`config.mk`:
```
export PLATFORM = sky130hd
export DESIGN_NAME = integer_square_root_core_flat
export DESIGN_NICKNAME = d
export VERILOG_FILES = /design/src/sv/isr_pkg.sv /design/src/sv/isr_radicand_if.sv /design/src/sv/isr_root_if.sv /design/src/sv/isr_cell.sv /design/src/sv/integer_square_root_core.sv /design/src/flat_wrapper.sv
export SDC_FILE = /design/constraint.sdc
export NUM_CORES = 2
export LEC_CHECK = 0
export ABC_AREA = 0
export BUFFER_PORTS_ARGS = -buffer_cell sky130_fd_sc_hd__buf_4
export CAP_MARGIN = 20
export CORE_ASPECT_RATIO = 1.5
export CORE_UTILIZATION = 55
export DETAILED_ROUTE_END_ITERATION = 12
export HOLD_SLACK_MARGIN = 0.02
export PLACE_DENSITY = 0.71
export SLEW_MARGIN = 15
export SYNTH_ARGS = -nofsm -noshare
export SYNTH_HDL_FRONTEND = slang
export SYNTH_SLANG_ARGS = --single-unit
```
`constraint.sdc`:
```
create_clock -name clk -period 6.7 [get_ports clk]
set_clock_uncertainty 0.1 [all_clocks]
set_input_delay 2.01 -clock clk [delete_from_list [all_inputs] [get_ports clk]]
set_output_delay 2.01 -clock clk [all_outputs]
set_load 0.005 [all_outputs]
```
`src/sv/isr_pkg.sv`:
```
// Shared types and constants for the integer square root core.
// Depends on nothing; every other file of the core imports it.
package isr_pkg;

	localparam int ISR_RADICAND_W = 32;
	localparam int ISR_ROOT_W     = 16;
	localparam int ISR_REM_W      = ISR_ROOT_W + 3;
	localparam int ISR_INPUT_BITS = 32;

	typedef struct packed {
		logic                      valid;
		logic [ISR_REM_W-1:0]      rem;
		logic [ISR_ROOT_W-1:0]     acc;
		logic [ISR_RADICAND_W-1:0] radicand;
	} isr_stage_t;

endpackage

```
`src/sv/isr_radicand_if.sv`:
```
// Valid/ready channel that carries one radicand per beat.
// Depends on isr_pkg for the field width.
interface isr_radicand_if import isr_pkg::*; ();
	logic                      valid;
	logic                      ready;
	logic [ISR_RADICAND_W-1:0] radicand;

	modport source (output valid, output radicand, input ready);
	modport sink (input valid, input radicand, output ready);
endinterface

```
`src/sv/isr_root_if.sv`:
```
// Valid/ready channel that carries one root per beat.
// Depends on isr_pkg for the field width.
interface isr_root_if import isr_pkg::*; ();
	logic                  valid;
	logic                  ready;
	logic [ISR_ROOT_W-1:0] root;

	modport source (output valid, output root, input ready);
	modport sink (input valid, input root, output ready);
endinterface

```
`src/sv/isr_cell.sv`:
```
// One restoring step of the digit-by-digit square root: brings in one radicand bit pair,
// tries 4*root+1 against the remainder and registers the updated partial result.
// Depends on isr_pkg for the stage record.
module isr_cell import isr_pkg::*; #(
	parameter int PAIR_POS = 0
) (
	input  logic       clk,
	input  logic       arst_n,
	input  logic       en,
	input  isr_stage_t prev,
	output isr_stage_t next_q
);

	logic [1:0]            pair;
	logic [ISR_REM_W-1:0]  rem_sh;
	logic [ISR_ROOT_W-1:0] acc_base;
	logic [ISR_REM_W-1:0]  trial;
	logic                  fits;

	generate
		if (PAIR_POS < ISR_RADICAND_W) begin : g_pair
			assign pair = prev.radicand[PAIR_POS +: 2];
		end else begin : g_zero
			assign pair = 2'b00;
		end
	endgenerate

	always_comb begin
		rem_sh   = {prev.rem[ISR_REM_W-3:0], pair};
		acc_base = {prev.acc[ISR_ROOT_W-2:0], 1'b0};
		trial    = {{(ISR_REM_W-ISR_ROOT_W-1){1'b0}}, acc_base, 1'b1};
		fits     = (rem_sh >= trial);
	end

	always_ff @(posedge clk or negedge arst_n) begin
		if (!arst_n) begin
			next_q <= '0;
		end else if (en) begin
			next_q.valid    <= prev.valid;
			next_q.rem      <= fits ? (rem_sh - trial) : rem_sh;
			next_q.acc      <= {acc_base[ISR_ROOT_W-1:1], fits};
			next_q.radicand <= prev.radicand;
		end
	end

endmodule

```
`src/sv/integer_square_root_core.sv`:
```
// Integer square root core: floor(sqrt(radicand)) of a 32-bit unsigned value, 16-bit result.
// Depends on isr_pkg, isr_radicand_if, isr_root_if and isr_cell.
//
// The core is a chain of (INPUT_BITS+1)/2 cells (capped at 32), one per root bit, each of which
// registers its partial root and remainder and hands them to the next cell whenever the chain
// is not held. It accepts one beat per clock while the chain is not held and delivers the roots
// in order, each after it has passed through every cell; the last cell doubles as the output
// register. When the result is not taken the whole chain holds, so the input stalls as well.
// Only the low 2*steps bits of the radicand take part, so a narrow INPUT_BITS gives the root of
// those bits alone. There is no configuration and no state between beats.
module integer_square_root_core import isr_pkg::*; #(
	parameter int INPUT_BITS = ISR_INPUT_BITS
) (
	input  logic                  clk,
	input  logic                  arst_n,
	isr_radicand_if.sink          operand,
	isr_root_if.source            result
);

	localparam int STEPS    = ((INPUT_BITS + 1) / 2 > 32) ? 32 : (INPUT_BITS + 1) / 2;
	localparam int EFF_BITS = (2 * STEPS > ISR_RADICAND_W) ? ISR_RADICAND_W : 2 * STEPS;
	localparam logic [ISR_RADICAND_W-1:0] EFF_MASK =
		(EFF_BITS >= ISR_RADICAND_W) ? {ISR_RADICAND_W{1'b1}}
		: ISR_RADICAND_W'((64'd1 << EFF_BITS) - 64'd1);

	isr_stage_t pipe [STEPS+1];
	logic       en;

	assign en            = !pipe[STEPS].valid || result.ready;
	assign operand.ready = en;

	always_comb begin
		pipe[0].valid    = operand.valid;
		pipe[0].rem      = '0;
		pipe[0].acc      = '0;
		pipe[0].radicand = operand.radicand;
	end

	generate
		for (genvar k = 0; k < STEPS; k++) begin : g_cell
			isr_cell #(
				.PAIR_POS (2 * (STEPS - 1 - k))
			) u_cell (
				.clk    (clk),
				.arst_n (arst_n),
				.en     (en),
				.prev   (pipe[k]),
				.next_q (pipe[k+1])
			);
		end
	endgenerate

	assign result.valid = pipe[STEPS].valid;
	assign result.root  = pipe[STEPS].acc;

	logic [ISR_RADICAND_W-1:0] chk_rad;
	logic [2*ISR_ROOT_W+1:0]   chk_sq;
	logic [2*ISR_ROOT_W+1:0]   chk_sq_next;

	always_comb begin
		chk_rad     = pipe[STEPS].radicand & EFF_MASK;
		chk_sq      = (2*ISR_ROOT_W+2)'(pipe[STEPS].acc) * (2*ISR_ROOT_W+2)'(pipe[STEPS].acc);
		chk_sq_next = (2*ISR_ROOT_W+2)'({1'b0, pipe[STEPS].acc} + 17'd1)
			* (2*ISR_ROOT_W+2)'({1'b0, pipe[STEPS].acc} + 17'd1);
	end

	// The delivered root squared never exceeds the radicand.
	a_root_low: assert property (@(posedge clk) disable iff (!arst_n)
		result.valid |-> chk_sq <= (2*ISR_ROOT_W+2)'(chk_rad))
		else $error("root squared exceeds radicand");

	// The next integer squared always exceeds the radicand.
	a_root_high: assert property (@(posedge clk) disable iff (!arst_n)
		result.valid |-> chk_sq_next > (2*ISR_ROOT_W+2)'(chk_rad))
		else $error("root is too small");

	// An accepted beat enters the first cell of the chain.
	a_enter: assert property (@(posedge clk) disable iff (!arst_n)
		operand.valid && operand.ready |=> pipe[1].valid)
		else $error("accepted beat lost at first cell");

	// A root left waiting stays in the last cell unchanged.
	a_hold: assert property (@(posedge clk) disable iff (!arst_n)
		result.valid && !result.ready |=> result.valid && $stable(pipe[STEPS].radicand))
		else $error("pending root disturbed");

endmodule
```
`src/flat_wrapper.sv`:
```
// flat-port wrapper written by rule: the top's interface ports become plain ports
module integer_square_root_core_flat import isr_pkg::*;
#(
	parameter int INPUT_BITS = ISR_INPUT_BITS
)
  (clk, arst_n, operand_valid, operand_radicand, operand_ready, result_valid, result_root, result_ready);
  isr_radicand_if operand_i ();
  isr_root_if result_i ();
  input  logic clk;
  input  logic arst_n;
  input wire logic [$bits(operand_i.valid)-1:0] operand_valid;
  input wire logic [$bits(operand_i.radicand)-1:0] operand_radicand;
  output wire logic [$bits(operand_i.ready)-1:0] operand_ready;
  output wire logic [$bits(result_i.valid)-1:0] result_valid;
  output wire logic [$bits(result_i.root)-1:0] result_root;
  input wire logic [$bits(result_i.ready)-1:0] result_ready;
  assign operand_i.valid = operand_valid;
  assign operand_i.radicand = operand_radicand;
  assign operand_ready = operand_i.ready;
  assign result_valid = result_i.valid;
  assign result_root = result_i.root;
  assign result_i.ready = result_ready;
  integer_square_root_core #(.INPUT_BITS(INPUT_BITS)) u_core (.clk(clk), .arst_n(arst_n), .operand(operand_i), .result(result_i));
endmodule
```
Word-level counts from Yosys, hierarchy flattened. Cells that the tools add are included.

Memories kept: 0. Latch bits: 0. Flip-flop bits (word level): 647. Memory bits (read-only): 0. Word-level logic and storage cells: 110. RAM bits: 0.

Bitwise logic cells: 0. Eq/ne operators: 0. Multipliers: 0. Reductions and logical operators: 2. Add/subtract/negate cells: 15. $lt $le $gt $ge: 16. Muxes and demuxes: 15. Div/mod/pow operators: 0. Shifts and indexed selects: 0.

Operators with widths (count): 17-bit two-way mux (15); 19-bit by 10-bit >= comparator with 1-bit output (1); 19-bit by 11-bit >= comparator with 1-bit output (1); 19-bit by 12-bit >= comparator with 1-bit output (1); 19-bit by 13-bit >= comparator with 1-bit output (1); 19-bit by 14-bit >= comparator with 1-bit output (1); 19-bit by 15-bit >= comparator with 1-bit output (1); 19-bit by 16-bit >= comparator with 1-bit output (1); 19-bit by 17-bit >= comparator with 1-bit output (1); 19-bit by 3-bit >= comparator with 1-bit output (1); 19-bit by 4-bit >= comparator with 1-bit output (1); 19-bit by 5-bit >= comparator with 1-bit output (1); 19-bit by 6-bit >= comparator with 1-bit output (1); 19-bit by 7-bit >= comparator with 1-bit output (1); 19-bit by 8-bit >= comparator with 1-bit output (1); 19-bit by 9-bit >= comparator with 1-bit output (1); 17-bit by 10-bit subtractor with 17-bit output (1); 17-bit by 11-bit subtractor with 17-bit output (1); 17-bit by 12-bit subtractor with 17-bit output (1); 17-bit by 13-bit subtractor with 17-bit output (1); 17-bit by 14-bit subtractor with 17-bit output (1); 17-bit by 15-bit subtractor with 17-bit output (1); 17-bit by 16-bit subtractor with 17-bit output (1); 17-bit by 3-bit subtractor with 17-bit output (1); other kinds (10) (10).

Longest topological paths before layout.
Word-level depth: 2. Gate-level depth with buffers: 12.

Modules after synthesis. A second synthesis with hierarchy kept.

Cells, all modules: 5597. Area total of the unflattened synthesis: 60315.3 um^2.

By module, submodules not included: isr_cell at u_core.g_cell[2].u_cell ... (times used 7, area an instance 3842.4 um^2, cells an instance 358); isr_cell at u_core.g_cell[10].u_cell ... (times used 3, area an instance 3708.6 um^2, cells an instance 341); isr_cell at u_core.g_cell[11].u_cell ... (times used 3, area an instance 3697.3 um^2, cells an instance 341); isr_cell at u_core.g_cell[1].u_cell (times used 1, area an instance 3842.4 um^2, cells an instance 356); isr_cell at u_core.g_cell[6].u_cell (times used 1, area an instance 3789.9 um^2, cells an instance 359); isr_cell at u_core.g_cell[0].u_cell (times used 1, area an instance 3558.4 um^2, cells an instance 328); integer_square_root_core (times used 1, area an instance 10.0 um^2, cells an instance 2).

Worst setup path before layout. Ideal clock, no wire load.

Path kind: input to output. Start point: input port result_ready. End point: output port operand_ready. Arrival time: 2.876 ns. Slack: 1.714 ns. Required time: 4.590 ns. Buffers on the path: 3. Stages on the path: 5. Cells stage by stage: nor2b_1 -> clkbuf_1 -> inv_2 -> clkbuf_1 -> clkbuf_1.

Word-level cells in the longest chain between the ends: 1.

Ends and longest elaborated chain: start: declaration (line flat_wrapper.sv:16) `input wire logic [$bits(result_i.ready)-1:0] result_ready;`; 1-bit logical OR (line integer_square_root_core.sv:29) `assign en = !pipe[STEPS].valid || result.ready;`; end: declaration (line flat_wrapper.sv:13) `output wire logic [$bits(operand_i.ready)-1:0] operand_ready;`.

Every way passes these cells.

Worst setup path in the final report. Same ends and word-level chain as after synthesis.

==> flow_metrics.py <==
metrics = {
    "worst_setup_path": {
        "setup.worst_path.class": "input pin to output port",
        "start_kind": "input pin",
        "reg2reg_depth": 8,
        "critical_path.top_delay_family": "buffers and inverters",
        "crit_required_ns": 4.59,
        "slowest_delay_ns": 0.43,
        "cp_slowest_cell": "inv_8",
        "worstPathArrival_ns": 2.81,
        "crit_path_max_fanout": 118,
        "crit_top_cell": "buf_4",
        "worstPathCellList": "buf_4, nor2b_4, inv_8, buf_4",
        "critPathCaptureType": "output port",
        "crit_buf_inv": 3,
        "cp_num_cells": 4,
    },
    "synthesis": {
        "syn_area_per_cell_um2": 8.65,
        "synth.most_common_cell": "nand2_1",
        "syn-instance-count": 3724,
        "ys_ff_latch": 629,
        "yosys-top-cells-count": "nand2_1, dfrtp_1, o21ai_0",
        "synth_area_um2": 32200,
        "synth_top_area_share_pct": 48.9,
        "yosys.area.top_type": "dfrtp_1",
        "synth_async_sr_flop_share_pct": 100,
        "syn-num-nets": 3912,
        "yosysUniqueCellTypes": 78,
        "synth_edf_count": 0,
        "yosysSeqAreaShare_pct": 48.9,
        "yosys_warnings": 0,
        "synth_ff_type": "dfrtp_1",
        "yosys-top-cells-area": "dfrtp_1, nand2_1, ha_1",
    },
    "die": {
        "die_area_um2": 59500,
        "rows": 108,
        "fp.dieH_um": 298,
        "start_util_pct": 55.7,
        "dieWidth_um": 200,
        "coreArea_um2": 57800,
        "ios": 54,
    },
    "layout": {
        "finalCoreUtilization_pct": 60.7,
        "reg_top3": "u_core.g_cell.u_cell.next_q (629)",
        "areaGrowthSynthToFinish_pct": 9.08,
        "n_fill_cell": 5231,
        "multiInputGateArea_um2": 15200,
        "final-seq-area_um2": 15700,
        "regMostFlops": "u_core.g_cell.u_cell.next_q",
        "largest_register_ffs": 629,
        "layout-drive-gt1-share_pct": 5.35,
        "final_cells": 4506,
        "nets": 3877,
    },
    "power": {
        "finalPower_mw": 20.1,
        "max-vdd-ir-drop_v": 0.000282,
        "leakagePower_nw": 16.6,
        "p_per_area_nw_per_um2": 572,
    },
    "sta": {
        "hold_viol_final": 0,
        "slew_violations": 0,
        "grt_setup_unrepaired": "no",
        "fin_crit_sh_pct": 73.4,
        "finalWorstSetupSlack_ns": 1.78,
        "fin_crit_ns": 4.92,
        "maxSlewHeadroom_pct": 21.3,
        "setup_tns_ns": 0,
        "fmax_mhz": 203,
        "setup_viol": 0,
        "tightest_slew_ns": 1.18,
    },
    "routing": {
        "detail_route.wl_per_cell_um": 15.6,
        "postRouteAntennaNets": 0,
        "drt-initial-drc-count": 1434,
        "vias": 24700,
        "drt-vias-per-instance": 5.47,
        "drc_errors": 0,
        "drtPass1Iterations": 8,
        "routed_wl_um": 70200,
    },
    "cts": {
        "root_buffer": "clkbuf_16",
        "clk_path_buf_depth": 3,
        "clkSinkCount": 629,
        "clk_latency_ns": 0.63,
        "ctsHtreeMaxLevel": 2,
        "cts_buffers": 59,
        "clk_pin_slew_ns": 0.06,
        "cts_tree": "done",
        "cts_hold_buf": 0,
        "post_cts_buffers": 0,
        "cts_resized": 0,
    },
    "global_route": {
        "grt_overflow": 0,
        "grt_usage_pct": 24.3,
        "antenna_found_initial": 0,
        "grt_pass1_vias": 24000,
        "grt_pass1_wl_um": 118000,
        "grt_max_degree": 243,
    },
    "run": {
        "max_cap_viol_count": 0,
    },
    "min_path": {
        "whs_path_depth": 2,
        "min_path_type": "register to register",
    },
    "placed_design": {
        "hpwl_um": 48300,
        "dp_cells": 4397,
        "numPortBuffers": 53,
        "place_ws_ns": 1.73,
        "place_congestion": 0.890,
    },
    "run_status": {
        "outcome": "finished, final reports clean",
    },
}
-- worst register-to-register path, stage by stage (launching register included) --
cell and delay, ns:
dfrtp_1 0.35, inv_1 0.07, ha_1 0.23, or4_1 0.50, or4_1 0.58, a31o_1 0.24
a211o_1 0.60, o21ai_0 0.64, a21oi_1 0.14
-- layer usage --
| metal | track usage (%) | up-vias | part of all wire [%] |
|---|---|---|---|
| met3 | 2.74 | 171 | 2.6 |
| met4 | 12.1 | 0 | 5.3 |
| met5 | 0 | - | 0 |
| li1 | - | 12400 | - |
| met2 | 42.6 | 380 | 51 |
| met1 | 29.4 | 11700 | 41 |
-- worst paths after layout --
check	from	end	slack [ns]
worst max-delay path	result_ready	operand_ready	1.78
worst min-delay path	u_core.g_cell[2].u_cell.next_q[17]$_DFFE_PN0P_	u_core.g_cell[3].u_cell.next_q[17]$_DFFE_PN0P_	0.36
worst max register to register	u_core.g_cell[10].u_cell.next_q[42]$_DFFE_PN0P_	u_core.g_cell[11].u_cell.next_q[50]$_DFFE_PN0P_	3.10
worst min register to register	u_core.g_cell[2].u_cell.next_q[17]$_DFFE_PN0P_	u_core.g_cell[3].u_cell.next_q[17]$_DFFE_PN0P_	0.36
max in group asynchronous	arst_n	u_core.g_cell[2].u_cell.next_q[51]$_DFFE_PN0P_	3.89
min in group asynchronous	arst_n	u_core.g_cell[15].u_cell.next_q[32]$_DFFE_PN0P_	1.34
-- area by class of cell --
type | instances | share of cell area, %
Sequential cell | 629 | 44.8
Multi-Input combinational cell | 2751 | 43.2
Clock buffer | 88 | 5.00
Tap cell | 770 | 2.74
Timing Repair Buffer | 74 | 1.91
Inverter | 174 | 1.88
Clock inverter | 19 | 0.474
Antenna cell | 1 | 0.00712
-- kinds of logic (layout without fill, tap and decap cells) --
kind of cell / count (synthesis) / after routing / share of synthesized area (%)
other: 0 / 1 / 0
AO/OA/AOI/OAI: 784 / 784 / 14.3
XOR/XNOR: 158 / 158 / 4.30
flip-flops: 629 / 629 / 48.9
buffers and inverters: 344 / 355 / 4.11
adder cells (fa/ha/maj): 152 / 152 / 5.91
AND/OR/NAND/NOR: 1608 / 1608 / 21.0
multiplexers: 49 / 49 / 1.53
-- report_power, final --
| part | internal (mW) | switching [mW] | leakage, nW |
|---|---|---|---|
| sequential | 5.63 | 1.29 | 7.49 |
| combinational | 4.16 | 5.66 | 8.20 |
| clock | 1.88 | 1.45 | 0.961 |
-- layout by cell type (no fill, tap or decap), types with 16 or more instances in the layout --
cell          n
nand2b_1     19
or4_1        18
o211ai_1     22
nor2b_1      33
and3_1       16
a31oi_1      34
o21a_1       33
nand2_1    1061
buf_4        65
clkbuf_16    59
dfrtp_1     629
nor3_1       55
a21o_1       30
o31ai_1      17
or3_1        20
mux2i_1      47
nor2_1      257
inv_1       172
ha_1        152
nand3_1      34
xnor2_1     103
xor2_1       55
a21oi_1     217
clkbuf_8     17
nor4_1       26
o21ai_0     329
-- stage by stage --
step                hold slack, ns  instance area, um2
floorplan                    0.330               32200
global route                 0.384               35100
global placement             0.349               33200
finish                       0.362               35100
CTS                          0.359               35100
detailed placement           0.355               33200
No activity file was read; power rests on OpenSTA's default activity.
